## config.mk

```make
export PLATFORM = sky130hd
export DESIGN_NAME = footswitch_debounce_autorepeat_top
export DESIGN_NICKNAME = d
export VERILOG_FILES = /design/src/rtl/fda_pkg.sv /design/src/rtl/fda_cell.sv /design/src/rtl/footswitch_debounce_autorepeat_top.sv
export SDC_FILE = /design/constraint.sdc
export NUM_CORES = 1
export LEC_CHECK = 0
export BUFFER_PORTS_ARGS = -buffer_cell sky130_fd_sc_hd__buf_4
export CAP_MARGIN = 40
export CELL_PAD_IN_SITES_DETAIL_PLACEMENT = 0
export CELL_PAD_IN_SITES_GLOBAL_PLACEMENT = 1
export CORE_MARGIN = 8
export CORE_UTILIZATION = 53
export CTS_CLUSTER_DIAMETER = 50
export DETAILED_ROUTE_END_ITERATION = 7
export GPL_TIMING_DRIVEN = 0
export PLACE_DENSITY = 0.95
export SLEW_MARGIN = 40
export SYNTH_ARGS = -nofsm -noshare
export SYNTH_HDL_FRONTEND = slang
export SYNTH_HIERARCHICAL = 1
export SYNTH_SLANG_ARGS = --single-unit
```

## constraint.sdc

```tcl
create_clock -name clk -period 13.4 [get_ports clk]
set_input_delay 2.01 -clock clk [delete_from_list [all_inputs] [get_ports clk]]
set_output_delay 2.01 -clock clk [all_outputs]
set_load 0.02 [all_outputs]
```

## src/rtl/fda_pkg.sv

```systemverilog
`default_nettype none

package fda_pkg;

	localparam int NUM_SWITCHES = 3;
	localparam int COUNT_BITS   = 16;
	localparam int CFG_BITS     = 16;
	localparam int LEVEL_BITS   = 3;
	localparam int IDX_BITS     = 2;
	localparam int CMP_BITS     = (COUNT_BITS > CFG_BITS) ? COUNT_BITS : CFG_BITS;
	localparam int MODE_IDX     = 2;

	localparam logic [COUNT_BITS-1:0] CNT_MAX = {COUNT_BITS{1'b1}};

	localparam logic [CFG_BITS-1:0] DEBOUNCE_RST    = CFG_BITS'(20);
	localparam logic [CFG_BITS-1:0] REPEAT_SLOW_RST = CFG_BITS'(500);
	localparam logic [CFG_BITS-1:0] REPEAT_FAST_RST = CFG_BITS'(100);
	localparam logic [CFG_BITS-1:0] FAST_AFTER_RST  = CFG_BITS'(2000);

	typedef enum logic [2:0] {
		REG_DEBOUNCE    = 3'd0,
		REG_REPEAT_SLOW = 3'd1,
		REG_REPEAT_FAST = 3'd2,
		REG_FAST_AFTER  = 3'd3,
		REG_TWO_SWITCH  = 3'd4
	} cfg_reg_t;

	typedef enum logic [1:0] {
		PH_UP   = 2'd0,
		PH_DOWN = 2'd1,
		PH_SENT = 2'd2
	} phase_t;

	// timing thresholds shared by every cell
	typedef struct packed {
		logic [CFG_BITS-1:0] debounce;
		logic [CFG_BITS-1:0] repeat_slow;
		logic [CFG_BITS-1:0] repeat_fast;
		logic [CFG_BITS-1:0] fast_after;
	} timing_t;

	// handed from cell to cell along the scan
	typedef struct packed {
		logic active;
		logic fast;
	} link_t;

	function automatic logic [COUNT_BITS-1:0] sat_inc(input logic [COUNT_BITS-1:0] v);
		sat_inc = (v == CNT_MAX) ? v : v + COUNT_BITS'(1);
	endfunction

	function automatic logic cnt_gt(input logic [COUNT_BITS-1:0] c,
			input logic [CFG_BITS-1:0] t);
		cnt_gt = CMP_BITS'(c) > CMP_BITS'(t);
	endfunction

endpackage

`default_nettype wire

```

## src/rtl/fda_cell.sv

```systemverilog
`default_nettype none

module fda_cell
	import fda_pkg::*;
(
	input  wire logic    clk,
	input  wire logic    arst_n,
	input  wire logic    en,
	input  wire logic    down,
	input  wire logic    rep_on,
	input  wire timing_t timing,
	input  wire logic    force_up,
	input  wire link_t   link_in,
	output link_t        link_out,
	output logic         fire
);

	phase_t                phase_q, phase_d;
	logic [COUNT_BITS-1:0] act_q, act_d, act_inc;
	logic [COUNT_BITS-1:0] first_q, first_d, first_inc;
	logic                  fast_v;
	logic [CFG_BITS-1:0]   period;

	assign act_inc   = sat_inc(act_q);
	assign first_inc = sat_inc(first_q);

	always_comb begin
		phase_d  = phase_q;
		act_d    = act_inc;
		first_d  = first_inc;
		fire     = 1'b0;
		link_out = link_in;
		fast_v   = link_in.fast | cnt_gt(first_inc, timing.fast_after);
		period   = fast_v ? timing.repeat_fast : timing.repeat_slow;
		if (link_in.active) begin
			if (!down) begin
				phase_d       = PH_UP;
				link_out.fast = 1'b0;
			end else begin
				case (phase_q)
					PH_DOWN: begin
						if (cnt_gt(act_inc, timing.debounce)) begin
							phase_d = PH_SENT;
							fire    = 1'b1;
						end
					end
					PH_SENT: begin
						if (rep_on) begin
							link_out.fast = fast_v;
							fire          = cnt_gt(act_inc, period);
						end
					end
					default: begin
						phase_d = PH_DOWN;
						act_d   = '0;
						first_d = '0;
					end
				endcase
			end
			if (fire) begin
				act_d           = '0;
				link_out.active = 1'b0;
			end
		end
		// mode switch held in two-switch mode
		if (force_up) begin
			phase_d = PH_UP;
		end
	end

	always_ff @(posedge clk or negedge arst_n) begin
		if (!arst_n) begin
			phase_q <= PH_UP;
			act_q   <= '0;
			first_q <= '0;
		end else if (en) begin
			phase_q <= phase_d;
			act_q   <= act_d;
			first_q <= first_d;
		end
	end

endmodule

`default_nettype wire

```

## src/rtl/footswitch_debounce_autorepeat_top.sv

```systemverilog
`default_nettype none

// footswitch debounce and autorepeat scanner: each input word is one
// millisecond tick with the sampled switch levels (up, down, mode), the
// autorepeat enable and a session timeout, and each tick gives exactly one
// result word: a report of the first switch that fires, a timeout, or
// neither. a tick is accepted every clock cycle while the output register
// is empty or its word is being taken, and its result shows in the next
// cycle; so the rate is one word per cycle as long as the result side keeps
// up. the switches form a row of cells, one per switch, scanned in index
// order within the cycle; a cell that fires stops the scan for the cells
// after it. the user must write thresholds through the cfg port only while
// no tick is in flight; the block itself does not enforce this.

module footswitch_debounce_autorepeat_top
	import fda_pkg::*;
(
	input  wire logic                clk,
	input  wire logic                arst_n,
	// slave side: [2:0] switch_down, [3] repeat_en, [19:4] timeout_ticks
	input  wire logic                s_tvalid,
	output logic                     s_tready,
	input  wire logic [23:0]         s_tdata,
	// master side
	output logic                     m_tvalid,
	input  wire logic                m_tready,
	output logic [7:0]               m_tdata,   // [1:0] switch_index
	output logic [1:0]               m_tuser,   // [0] fired, [1] timed_out
	// register writes
	input  wire logic                cfg_we,
	input  wire logic [2:0]          cfg_index,
	input  wire logic [CFG_BITS-1:0] cfg_data
);

	// input word fields
	logic [LEVEL_BITS-1:0] levels;
	logic                  rep_on;
	logic [CFG_BITS-1:0]   tmo;

	assign levels = s_tdata[2:0];
	assign rep_on = s_tdata[3];
	assign tmo    = s_tdata[19:4];

	// configuration registers
	timing_t timing_q;
	logic    two_sw_q;

	always_ff @(posedge clk or negedge arst_n) begin
		if (!arst_n) begin
			timing_q.debounce    <= DEBOUNCE_RST;
			timing_q.repeat_slow <= REPEAT_SLOW_RST;
			timing_q.repeat_fast <= REPEAT_FAST_RST;
			timing_q.fast_after  <= FAST_AFTER_RST;
			two_sw_q             <= 1'b0;
		end else if (cfg_we) begin
			case (cfg_index)
				REG_DEBOUNCE:    timing_q.debounce    <= cfg_data;
				REG_REPEAT_SLOW: timing_q.repeat_slow <= cfg_data;
				REG_REPEAT_FAST: timing_q.repeat_fast <= cfg_data;
				REG_FAST_AFTER:  timing_q.fast_after  <= cfg_data;
				REG_TWO_SWITCH:  two_sw_q             <= cfg_data[0];
				default: ;  // unknown index, write dropped
			endcase
		end
	end

	// handshake: the output register frees up when its word is taken
	logic accept;
	logic out_valid_q;

	assign s_tready = !out_valid_q || m_tready;
	assign accept   = s_tvalid && s_tready;

	// session state shared by all cells
	logic [COUNT_BITS-1:0] sess_q, sess_inc;
	logic                  fast_q;
	logic                  timeout;

	assign sess_inc = sat_inc(sess_q);
	assign timeout  = (tmo != '0) && cnt_gt(sess_inc, tmo);

	// scan chain: a timeout keeps every cell out of the scan
	link_t                   link [NUM_SWITCHES+1];
	logic [NUM_SWITCHES-1:0] fire;
	logic [NUM_SWITCHES-1:0] down;
	logic [NUM_SWITCHES-1:0] force_up;
	logic                    mode_hit;

	assign link[0].active = !timeout;
	assign link[0].fast   = fast_q;

	// mode switch reached and held in two-switch mode forces up and down to up
	generate
		if (NUM_SWITCHES > MODE_IDX) begin : g_mode
			assign mode_hit = two_sw_q && link[MODE_IDX].active && levels[MODE_IDX];
		end else begin : g_no_mode
			assign mode_hit = 1'b0;
		end
	endgenerate

	genvar gi;
	generate
		for (gi = 0; gi < NUM_SWITCHES; gi++) begin : g_cell
			// switches beyond the level field read as up
			if (gi < LEVEL_BITS) begin : g_lvl
				assign down[gi] = levels[gi];
			end else begin : g_nolvl
				assign down[gi] = 1'b0;
			end
			if (gi < MODE_IDX) begin : g_force
				assign force_up[gi] = mode_hit;
			end else begin : g_noforce
				assign force_up[gi] = 1'b0;
			end

			fda_cell u_cell (
				.clk      (clk),
				.arst_n   (arst_n),
				.en       (accept),
				.down     (down[gi]),
				.rep_on   (rep_on),
				.timing   (timing_q),
				.force_up (force_up[gi]),
				.link_in  (link[gi]),
				.link_out (link[gi+1]),
				.fire     (fire[gi])
			);
		end
	endgenerate

	// at most one cell fires, so the index is a plain or of the hits
	logic                any_fire;
	logic [IDX_BITS-1:0] idx_d;

	assign any_fire = |fire;

	always_comb begin
		idx_d = '0;
		for (int i = 0; i < NUM_SWITCHES; i++) begin
			if (fire[i]) begin
				idx_d = idx_d | IDX_BITS'(i);
			end
		end
	end

	// a report or a timeout starts a new session at the slow period
	always_ff @(posedge clk or negedge arst_n) begin
		if (!arst_n) begin
			sess_q <= '0;
			fast_q <= 1'b0;
		end else if (accept) begin
			if (timeout || any_fire) begin
				sess_q <= '0;
				fast_q <= 1'b0;
			end else begin
				sess_q <= sess_inc;
				fast_q <= link[NUM_SWITCHES].fast;
			end
		end
	end

	// output register
	logic                fired_q;
	logic                timed_out_q;
	logic [IDX_BITS-1:0] idx_q;

	always_ff @(posedge clk or negedge arst_n) begin
		if (!arst_n) begin
			out_valid_q <= 1'b0;
		end else if (accept) begin
			out_valid_q <= 1'b1;
		end else if (m_tready) begin
			out_valid_q <= 1'b0;
		end
	end

	always_ff @(posedge clk) begin
		if (accept) begin
			fired_q     <= any_fire;
			timed_out_q <= timeout;
			idx_q       <= idx_d;
		end
	end

	assign m_tvalid = out_valid_q;
	assign m_tdata  = {{(8-IDX_BITS){1'b0}}, idx_q};
	assign m_tuser  = {timed_out_q, fired_q};

endmodule

`default_nettype wire

```

# --- Yosys cells after proc, flatten, opt, wreduce, memory -nomap -nowiden ---
# Index checks and enable logic that the tools add are counted.
totals:
  reg_bits: 189
  input_bits: 48
classes:
  addsub: 7
  n_lt_le_gt_ge: 10
  n_eq_ne: 24
  n_mux: 81
  n_bitwise: 3
  reduce_logical: 24
ops:
  columns: ["cell", "count"]
  rows:
  - ["$mux 16", 32]
  - ["$gt 16x16->1", 10]
  - ["$add 16x1->16 const B", 7]
  - ["$eq 16x16->1 const B", 7]
  - ["$mux 1", 31]
  - ["$mux 2", 12]
  - ["$reduce_bool 16->1", 1]
  - ["$pmux 2 s2", 3]
  - ["$reduce_and 4->1", 3]
  - ["$reduce_and 2->1", 5]
  - ["$eq 2x1->1 const B", 3]
  - ["$eq 2x2->1 const B", 3]
  - ["$eq 3x2->1 const B", 2]
  - ["$ne 3x2->1 const B", 2]
  - ["$pmux 1 s2", 3]
  - ["$reduce_or 2->1", 3]
  - ["$logic_and 1x1->1", 4]
  - ["$ne 4x2->1 const B", 1]
  - ["$ne 4x3->1 const B", 1]
  - ["$reduce_bool 2->1", 2]
  - ["$eq 3x1->1 const B", 1]
  - ["$eq 3x3->1 const B", 1]
  - ["$logic_not 3->1", 1]
  - ["$ne 3x3->1 const B", 1]
  - ["6 further kinds", 10]

# --- Logic depth before layout (Yosys ltp) ---
# Gate-level depths: netlist (run 1).
logic_depth:
  ltp_word: 32
  ltp_mapped: 42

# --- By module ---
# The synthesis (run 1) kept the hierarchy.
modules_own_cells:
  columns: ["mod", "n_inst", "cells_each", "area_per_inst_um2"]
  rows:
  - ["fda_cell (g_cell[1].u_cell ...)", 2, 415, 3514.6]
  - ["footswitch_debounce_autorepeat_top", 1, 367, 4342.9]
  - ["fda_cell (g_cell[0].u_cell)", 1, 448, 3739.8]

# --- Least setup slack after synthesis (run 1) ---
# OpenSTA, ideal clock, no wires.
synth_timing:
  path_type: "flip-flop to flip-flop"
  from: "reg g_cell[0].u_cell.first_q[0]"
  to: "reg sess_q[13]"
  setup_ps: 79
  arrival_time_ps: 7924
  required_ps: 13321
  slack_ps: 5397
  path_stages_with_launch: 41
  n_path_buf: 7
  synth_period_minus_slack_ps: 8003
  cell_sequence: "dfrtp_1 -> ha_1 -> and4_1 -> buf_2 -> nand2_2 -> mux2_2 -> ha_1 -> nor2b_1 -> o21a_1 -> o21ai_0 -> a2111o_1 -> nand3b_1 -> buf_2 -> buf_6 -> mux2i_1 -> ha_1 -> a21oi_1 -> nand2_1 -> [... 5 more ...] -> inv_2 -> o21ai_0 -> o21ai_1 -> a21oi_2 -> buf_4 -> mux2i_1 -> ha_1 -> nand4_1 -> or4_4 -> o21ai_2 -> a31oi_1 -> a31oi_1 -> nor2_1 -> or3_1 -> clkbuf_1 -> or2_1 -> buf_6 -> a21oi_2"
synth_rtl:
  columns: ["element", "line_no", "text"]
  rows:
  - ["start, declared", "fda_cell.sv:20", "logic [COUNT_BITS-1:0] first_q, first_d, first_inc;"]
  - ["start signal, assigned", "fda_cell.sv:79", "first_q <= first_d;"]
  - ["end signal, assigned", "footswitch_debounce_autorepeat_top.sv:156", "sess_q <= sess_inc;"]
  - ["end, declared", "footswitch_debounce_autorepeat_top.sv:75", "logic [COUNT_BITS-1:0] sess_q, sess_inc;"]

==> out/qor.csv, run 1 <==
metric;value;unit
dpl hpwl;31.6;mm
commonest non-fill, non-tap cells in the layout;ha_1 (173), dfrtp_1 (168), nand2_1 (143), inv_1 (131), a21oi_1 (99);
slowest CP cell;a221oi_1;
cell mode on critical path;ha_1;
antenna fix cells;0;
CTS root buffer;clkbuf_16;
Final Worst Setup Slack;3010;ps
Mean Syn Cell Area;9.19;sq um
Via Count;13000;
H-tree depth;4;
Worst setup SP type;flip-flop;
CTS tree;yes;
fin crit period;10390;ps
status;finished clean;
initial antenna violation count;0;
Max Slew Vio Count;0;
Worst-Margin Slew;840;ps
Starting Density;53.2;%
# DRC;0;
max cap viols;0;
vias per cell;6.14;
worst setup path category;flip-flop to flip-flop;
I/O pin count;60;
CTS clk-pin slew, worst paths;80;ps
Achievable Freq;96.2;MHz
largest net degree at the start of global routing;69;
number of global-route vias before repair;12500;
clk_lat worst skew;440;ps
Num CTS Buffers;17;
core footprint;0.0284;sq mm
nets;1942;
clock net sink count;189;
row count;62;
Ys Warns;6;
Slew headroom;43.8;%
Final Hold Vio Count;0;
CTS Hold Bufs;0;
iteration-0 DRC count of the detailed router;992;
WL per Instance;19.5;um
DP Cell Count;2086;
RSZ-0062 raised after global routing;no;
mapped cell area;0.0151;sq mm
die area;0.0342;sq mm
Area Growth Syn to Fin;10.5;%
CTS resizes;0;
commonest non-fill, non-tap cell in the layout;ha_1;
Max FO, Critical Path;10;
crit share post-route;77.6;%
first-pass GRT wire length;65.8;mm
cell count after synthesis;1644;
Post-Route WL;41.3;mm
I/O Buffers;48;
Crit path largest cell delay;540;ps
Max rail drop VDD;0.0000839;V
die height;185;um
share of cells above drive strength 1;14.1;%
pre-CTS setup slack;3310;ps
total gr overflow;0;
RePlAce Congestion;0.940;
Pwr Density;132;mW/mm^2
setup TNS;0;ps
Setup Skew;16.5;ps
CP required;13770;ps
Critical Path End Type;flip-flop;
Static Leak;8.02;nW
Hold Crit Class;flip-flop to flip-flop;
drt pass-1 iters;7;
Final Setup Violations;0;
Setup Buffers After CTS;0;
clk buf depth;2;
global-route usage over all layers;24.2;%
antenna viol nets, final;0;
non-filler cells, final;2118;
Die X;185;um
Crit path arrival time;10760;ps
[registers in the layout, summed over array words and instances (netlist names)]
| signal | cells |
|---|---|
| idx_q | 2 |
| g_cell.u_cell/act_q | 48 |
| timed_out_q | 1 |
| timing_q | 64 |
| m_tvalid | 1 |
| two_sw_q | 1 |
| g_cell.u_cell/first_q | 48 |
| fast_q | 1 |
| fired_q | 1 |
| sess_q | 16 |
| g_cell.u_cell/phase_q | 6 |
[layout make-up]
class                   count  area (sq um)
flip-flops and latches    189          4770
multi-input cells        1270          9560
clock inverters            14           199
plain buffers              56           297
clock buffers              18           429
fillers                  2501         11700
well taps                 384           480
repair buffers             51           450
inverters                 136           510
[through the flow]
step                util, %  power (W)  area, sq um  hold WS, ps
floorplan                 -    0.00138        15100          467
global placement       56.3    0.00158        16000          482
detailed placement     56.6    0.00163        16100          489
CTS                    58.8    0.00220        16700          506
global route           58.8    0.00235        16700          509
finish                 58.8    0.00220        16700          506
[path summary, 6_finish.rpt]
check	start	endpoint	slack, ps	cells past startpoint
max	g_cell[0].u_cell/first_q[0]	sess_q[13]	3010	40
max reg2reg	g_cell[0].u_cell/first_q[0]	sess_q[13]	3010	40
min	two_sw_q	two_sw_q	510	1
min reg2reg	two_sw_q	two_sw_q	510	1
min in group asynchronous	arst_n	m_tvalid	1490	1
max in group asynchronous	arst_n	timing_q[39]	11080	2
[layer usage]
| metal | part of all wire (%) | global-route usage (%) | vias up |
|---|---|---|---|
| met5 | 0 | 0 | - |
| met4 | 2.6 | 7.87 | 0 |
| met3 | 5.1 | 3.41 | 65 |
| met2 | 48 | 41.3 | 379 |
| met1 | 44 | 31.1 | 6365 |
| li1 | - | - | 6201 |
[power breakdown]
| part | internal (W) | switching [W] |
|---|---|---|
| Clock | 0.000303 | 0.000256 |
| Sequential | 0.000680 | 0.000135 |
| Combinational | 0.000361 | 0.000470 |
| Total | 0.00134 | 0.000861 |
[worst max-delay path: cells and delay by family (launching register included)]
kind | cells | cell delay [ps]
compound gates | 15 | 3700
simple gates | 10 | 2020
buf+inv | 8 | 1800
flops | 1 | 440
fa+ha+maj | 4 | 1240
mux | 3 | 1090
Note: power is estimated with default switching activity, not from simulation.
==> run 2: changes to the inputs <==
--- a/config.mk
+++ b/config.mk
@@ -10,11 +10,11 @@
 export CELL_PAD_IN_SITES_DETAIL_PLACEMENT = 0
 export CELL_PAD_IN_SITES_GLOBAL_PLACEMENT = 1
 export CORE_MARGIN = 8
-export CORE_UTILIZATION = 53
+export CORE_UTILIZATION = 50
 export CTS_CLUSTER_DIAMETER = 50
 export DETAILED_ROUTE_END_ITERATION = 7
 export GPL_TIMING_DRIVEN = 0
-export PLACE_DENSITY = 0.95
+export PLACE_DENSITY = 0.9
 export SLEW_MARGIN = 40
 export SYNTH_ARGS = -nofsm -noshare
 export SYNTH_HDL_FRONTEND = slang
==> constraint.sdc (replaced) <==
create_clock -name clk -period 10.8 [get_ports clk]
set_input_delay 1.62 -clock clk [delete_from_list [all_inputs] [get_ports clk]]
set_output_delay 1.62 -clock clk [all_outputs]
set_load 0.02 [all_outputs]
==> out/qor.csv, run 2 (synthesis results as in run 1) <==
metric;value;unit;change
status;finished clean;;
Post-Route WL;41.3;mm;+0.13%
Pwr Density;162;mW/mm^2;+23%
number of global-route vias before repair;12500;;+0.48%
commonest non-fill, non-tap cells in the layout;ha_1 (173), dfrtp_1 (168), nand2_1 (143), inv_1 (131), a21oi_1 (99);;
WL per Instance;19.5;um;-0.15%
worst setup path category;flip-flop to flip-flop;;
H-tree depth;4;;unchanged
Area Growth Syn to Fin;10.6;%;
largest net degree at the start of global routing;76;;+10%
RSZ-0062 raised after global routing;no;;
CTS tree;yes;;
CP required;11170;ps;-2600 ps
first-pass GRT wire length;66.2;mm;+0.60%
iteration-0 DRC count of the detailed router;1122;;+13%
Via Count;13000;;-0.22%
vias per cell;6.11;;-0.50%
CTS Hold Bufs;0;;unchanged
crit share post-route;93.1;%;+16 points
Num CTS Buffers;17;;unchanged
# DRC;0;;unchanged
CTS clk-pin slew, worst paths;80;ps;about the same
drt pass-1 iters;5;;-2
final hold slack;519;ps;+12.9 ps
Final Setup Violations;0;;unchanged
Crit path arrival time;10430;ps;-330 ps
Hold EP;two_sw_q;;
R2R Setup Slk;740;ps;-2260 ps
initial antenna violation count;1;;+1
total gr overflow;0;;unchanged
Max FO, Critical Path;10;;unchanged
core footprint;0.0297;sq mm;+4.7%
Static Leak;8.02;nW;about the same
global-route usage over all layers;22.8;%;-1.4 points
Final Hold Vio Count;0;;unchanged
dpl hpwl;32.2;mm;+2.0%
antenna viol nets, final;0;;unchanged
CTS resizes;0;;unchanged
clock net sink count;189;;unchanged
origin of the critical flop-to-flop path;g_cell[0].u_cell/first_q[3];;
nets;1942;;unchanged
Critical Path End Type;flip-flop;;
fin crit period;10060;ps;-338 ps
min-delay src;two_sw_q;;
Worst setup SP type;flip-flop;;
die height;190;um;+2.7%
I/O Buffers;48;;unchanged
die area;0.0360;sq mm;+5.5%
Reg-to-Reg End;sess_q[15];;
row count;63;;+1.6%
Post-Route Utilization;56.2;%;-2.6 points
share of cells above drive strength 1;14.2;%;+0.12 points
slowest CP cell;a221oi_1;;
Setup Buffers After CTS;0;;unchanged
I/O pin count;60;;unchanged
Max rail drop VDD;0.0000981;V;+17%
Min-Delay Path Depth;1;;unchanged
CTS root buffer;clkbuf_16;;
Slew headroom;45.0;%;+1.2 points
top flop regs;timing_q: 64 flops, g_cell.u_cell/act_q: 48 flops, g_cell.u_cell/first_q: 48 flops;;
antenna fix cells;0;;unchanged
filler cell count;2612;;+4.4%
Crit path largest cell delay;530;ps;about the same
Achievable Freq;99.4;MHz;+3.4%
Hold Crit Class;flip-flop to flip-flop;;
max cap viols;0;;unchanged
Worst-Margin Slew;822;ps;-18.3 ps
clk buf depth;2;;unchanged
Starting Density;50.8;%;-2.4 points
Setup Skew;17.0;ps;+0.510 ps
max reg flops;64;;unchanged
FF-to-FF path depth;41;;+2.5%
commonest non-fill, non-tap cell in the layout;ha_1;;
Max Slew Vio Count;0;;unchanged
clk_lat worst skew;450;ps;about the same
setup TNS;0;ps;unchanged
Largest Register;timing_q;;
RePlAce Congestion;0.927;;-1.4%
Die X;190;um;+2.7%
-- run 2: layer usage --
layer	wire [um]	share of wire (%)	up-vias	track usage (%)
li1	-	-	6214	-
met3	1860	4.5	67	3.15
met5	13	0.031	-	0
met4	1010	2.4	2	7.49
met1	18500	45	6364	29.5
met2	20000	48	335	38.7
-- run 2: per-stage QoR --
step                      std cells  worst slack, ps  area, sq um  power [W]
after detailed placement       2092              863        16100    0.00202
after CTS                      2124              810        16700    0.00271
after global placement         2089              906        16000    0.00196
after floorplan                1651             2830        15100    0.00171
after global routing           2124              250        16700    0.00289
final                          2124              743        16700    0.00271
-- run 2: cell type report --
type,instances,area (sq um),area share (%)
flip-flops and latches,189,4770,28.5
repair buffers,51,450,2.70
clock inverters,15,213,1.27
multi-input cells,1270,9560,57.2
clock buffers,17,425,2.55
plain buffers,56,297,1.77
inverters,136,510,3.05
well taps,390,488,2.92
-- run 2: critical path, delay by kind of cell (launching register included) --
family	cells	cell delay [ps]
AO/OA/AOI/OAI	13	3290
buffers and inverters	9	1850
XOR/XNOR	1	140
adder cells (fa/ha/maj)	3	880
AND/OR/NAND/NOR	13	2760
flip-flops	1	450
multiplexers	2	580
-- run 2: worst max-delay path by stage --
stage | startpoint | cells past startpoint | endpoint
after global routing | g_cell[0].u_cell/first_q[4] | 41 | sess_q[15]
after detailed placement | g_cell[0].u_cell/first_q[0] | 40 | sess_q[15]
after floorplan | g_cell[0].u_cell/first_q[0] | 40 | sess_q[13]
final | g_cell[0].u_cell/first_q[3] | 41 | sess_q[15]
after CTS | g_cell[0].u_cell/first_q[0] | 40 | sess_q[15]
after global placement | g_cell[0].u_cell/first_q[0] | 40 | sess_q[15]
-- run 2: report_power, final --
group / switching, W / internal (W) / total (W) / leakage, nW
Clock: 0.000341 / 0.000339 / 0.000680 / 0.308
Combinational: 0.000571 / 0.000443 / 0.00101 / 5.30
Sequential: 0.000168 / 0.000844 / 0.00101 / 2.41
Total: 0.00108 / 0.00163 / 0.00271 / 8.02
==> run 3: changes to the inputs <==
--- a/config.mk
+++ b/config.mk
@@ -10,11 +10,12 @@
 export CELL_PAD_IN_SITES_DETAIL_PLACEMENT = 0
 export CELL_PAD_IN_SITES_GLOBAL_PLACEMENT = 1
 export CORE_MARGIN = 8
-export CORE_UTILIZATION = 50
+export CORE_UTILIZATION = 45
 export CTS_CLUSTER_DIAMETER = 50
 export DETAILED_ROUTE_END_ITERATION = 7
 export GPL_TIMING_DRIVEN = 0
-export PLACE_DENSITY = 0.9
+export PLACE_DENSITY = 0.86
+export RECOVER_POWER = 25
 export SLEW_MARGIN = 40
 export SYNTH_ARGS = -nofsm -noshare
 export SYNTH_HDL_FRONTEND = slang
==> constraint.sdc (replaced) <==
create_clock -name clk -period 9.1 [get_ports clk]
set_input_delay 1.365 -clock clk [delete_from_list [all_inputs] [get_ports clk]]
set_output_delay 1.365 -clock clk [all_outputs]
set_load 0.02 [all_outputs]
==> out/qor.csv, run 3 (synthesis results as in run 1) <==
metric;value;unit;change
Area Growth Syn to Fin;12.4;%;
WL per Instance;19.1;um;-1.7%
power share of the sequential group;37.7;%;+0.3 points
Switching Share;39.0;%;-0.93 points
iteration-0 DRC count of the detailed router;931;;-17%
Num CTS Buffers;17;;unchanged
CTS clk-pin slew, worst paths;70;ps;about the same
largest net degree at the start of global routing;72;;-5.3%
filler cell count;3016;;+15%
max reg flops;64;;unchanged
RePlAce Congestion;0.936;;+1.0%
Logic pwr share;38.1;%;+0.6 points
row count;67;;+6.3%
setup TNS;0;ps;unchanged
Largest Register;timing_q;;
max cap viols;2;;+2
die height;199;um;+5.0%
die area;0.0397;sq mm;+10%
Static Leak;8.07;nW;+0.61%
CTS root buffer;clkbuf_16;;
Max FO, Critical Path;10;;unchanged
worst setup path category;flip-flop to flip-flop;;
I/O pin count;60;;unchanged
vias per cell;5.87;;-3.9%
CTS tree;yes;;
CTS Hold Bufs;0;;unchanged
final hold slack;522;ps;+3.16 ps
initial antenna violation count;0;;-1
CP required;9480;ps;-1690 ps
number of global-route vias before repair;12600;;+0.22%
nets;1954;;+0.62%
Via Count;12900;;-0.74%
antenna viol nets, final;0;;unchanged
slowest CP cell;or4_4;;
share of cells above drive strength 1;15.9;%;+1.7 points
drt pass-1 iters;5;;unchanged
failing checks;max-capacitance violations, max-slew violations;;
Crit path largest cell delay;600;ps;+70 ps
H-tree depth;4;;unchanged
Slew headroom;-130;%;-170 points
global-route usage over all layers;21.4;%;-1.3 points
I/O Buffers;48;;unchanged
clock net sink count;189;;unchanged
Die X;199;um;+5.0%
cell mode on critical path;o21ai_2;;
Setup Skew;12.1;ps;-4.96 ps
Final Hold Vio Count;0;;unchanged
DP Cell Count;2149;;+2.7%
Post-Route WL;42.0;mm;+1.5%
top flop regs;timing_q: 64 flops, g_cell.u_cell/act_q: 48 flops, g_cell.u_cell/first_q: 48 flops;;
non-filler cells, final;2194;;+3.3%
Starting Density;45.4;%;-5.4 points
commonest non-fill, non-tap cells in the layout;ha_1 (171), dfrtp_1 (164), nand2_1 (143), inv_1 (131), a21oi_1 (99);;
Max rail drop VDD;0.000123;V;+26%
# DRC;0;;unchanged
power share of the clock group;24.1;%;-1.1 points
multi-input logic area;0.00970;sq mm;+1.5%
internal power;0.00194;W;+20%
crit share post-route;95.6;%;+2.5 points
Worst-Margin Slew;3450;ps;+2630 ps
Pwr Density;188;mW/mm^2;+16%
fin crit period;8700;ps;-1360 ps
dpl hpwl;32.6;mm;+1.2%
Crit path arrival time;9080;ps;-1350 ps
FF+latch area;0.00478;sq mm;+0.10%
Worst setup SP type;flip-flop;;
core footprint;0.0333;sq mm;+12%
antenna fix cells;0;;unchanged
Net Switching;0.00124;W;+15%
Final Setup Violations;0;;unchanged
commonest non-fill, non-tap cell in the layout;ha_1;;
Achievable Freq;115;MHz;+16%
status;finished, violations left;;
first-pass GRT wire length;67.4;mm;+1.9%
total gr overflow;0;;unchanged
clk_lat worst skew;450;ps;about the same
Hold Crit Class;flip-flop to flip-flop;;
clk buf depth;2;;unchanged
Critical Path End Type;flip-flop;;
Max Slew Vio Count;117;;+117
==> run 3: cell type report <==
| cell class | instances | share of cell area [%] |
|---|---|---|
| clock buffers | 20 | 2.76 |
| inverters | 136 | 3.01 |
| plain buffers | 55 | 1.94 |
| flip-flops and latches | 189 | 28.1 |
| multi-input cells | 1270 | 57.1 |
| well taps | 448 | 3.30 |
| repair buffers | 64 | 3.01 |
| clock inverters | 12 | 0.730 |
==> run 3: critical path: cells and delay by family (launching register included) <==
| kind | cells | cell delay [ps] |
|---|---|---|
| simple gates | 13 | 3210 |
| flops | 1 | 440 |
| compound gates | 12 | 2340 |
| buf+inv | 8 | 1240 |
| xor+xnor | 1 | 170 |
| mux | 2 | 520 |
| fa+ha+maj | 3 | 670 |
==> run 3: metrics by stage <==
stage	instance area (sq um)	util, %	setup WS (ps)	total power (W)
2_1_floorplan	15100	-	1130	0.00203
3_3_place_gp	16100	48.2	-993	0.00233
3_5_place_dp	16100	48.4	-1040	0.00239
4_1_cts	16800	50.4	15.7	0.00318
5_1_grt	17000	51.0	-37.5	0.00342
6_report	17000	51.0	401	0.00319
==> run 3: final timing paths <==
check	startpoint	end	slack, ps	cells after the start
max	g_cell[0].u_cell/first_q[5]	fast_q	400	39
min	two_sw_q	two_sw_q	520	1
max reg2reg	g_cell[0].u_cell/first_q[5]	fast_q	400	39
min reg2reg	two_sw_q	two_sw_q	520	1
max in group asynchronous	arst_n	g_cell[0].u_cell/act_q[14]	2740	2
min in group asynchronous	arst_n	sess_q[11]	2080	1
==> run 3: routing by layer <==
layer / share of wire [%] / vias up / GRT usage (%)
li1: - / 6228 / -
met1: 44 / 6295 / 27.9
met2: 49 / 309 / 36.0
met3: 4.5 / 54 / 2.96
met4: 2.7 / 0 / 7.58
met5: 0 / - / 0
==> run 3: power by group through the flow <==
stage / clock network, W / registers [W] / logic [W]
after floorplan: 0 / 0.00114 / 0.000883
after global placement: 0 / 0.00120 / 0.00113
after detailed placement: 0 / 0.00121 / 0.00119
after CTS: 0.000789 / 0.00119 / 0.00120
after global routing: 0.000817 / 0.00123 / 0.00138
final: 0.000769 / 0.00120 / 0.00122
==> run 3: timing repair <==
| action | in CTS | in global routing |
|---|---|---|
| cloned | 0 | 1 |
| pin swaps | 0 | 5 |
| setup endpoints to repair | 35 | 39 |
| setup buffers | 1 | 12 |
| resized for setup | 14 | 31 |
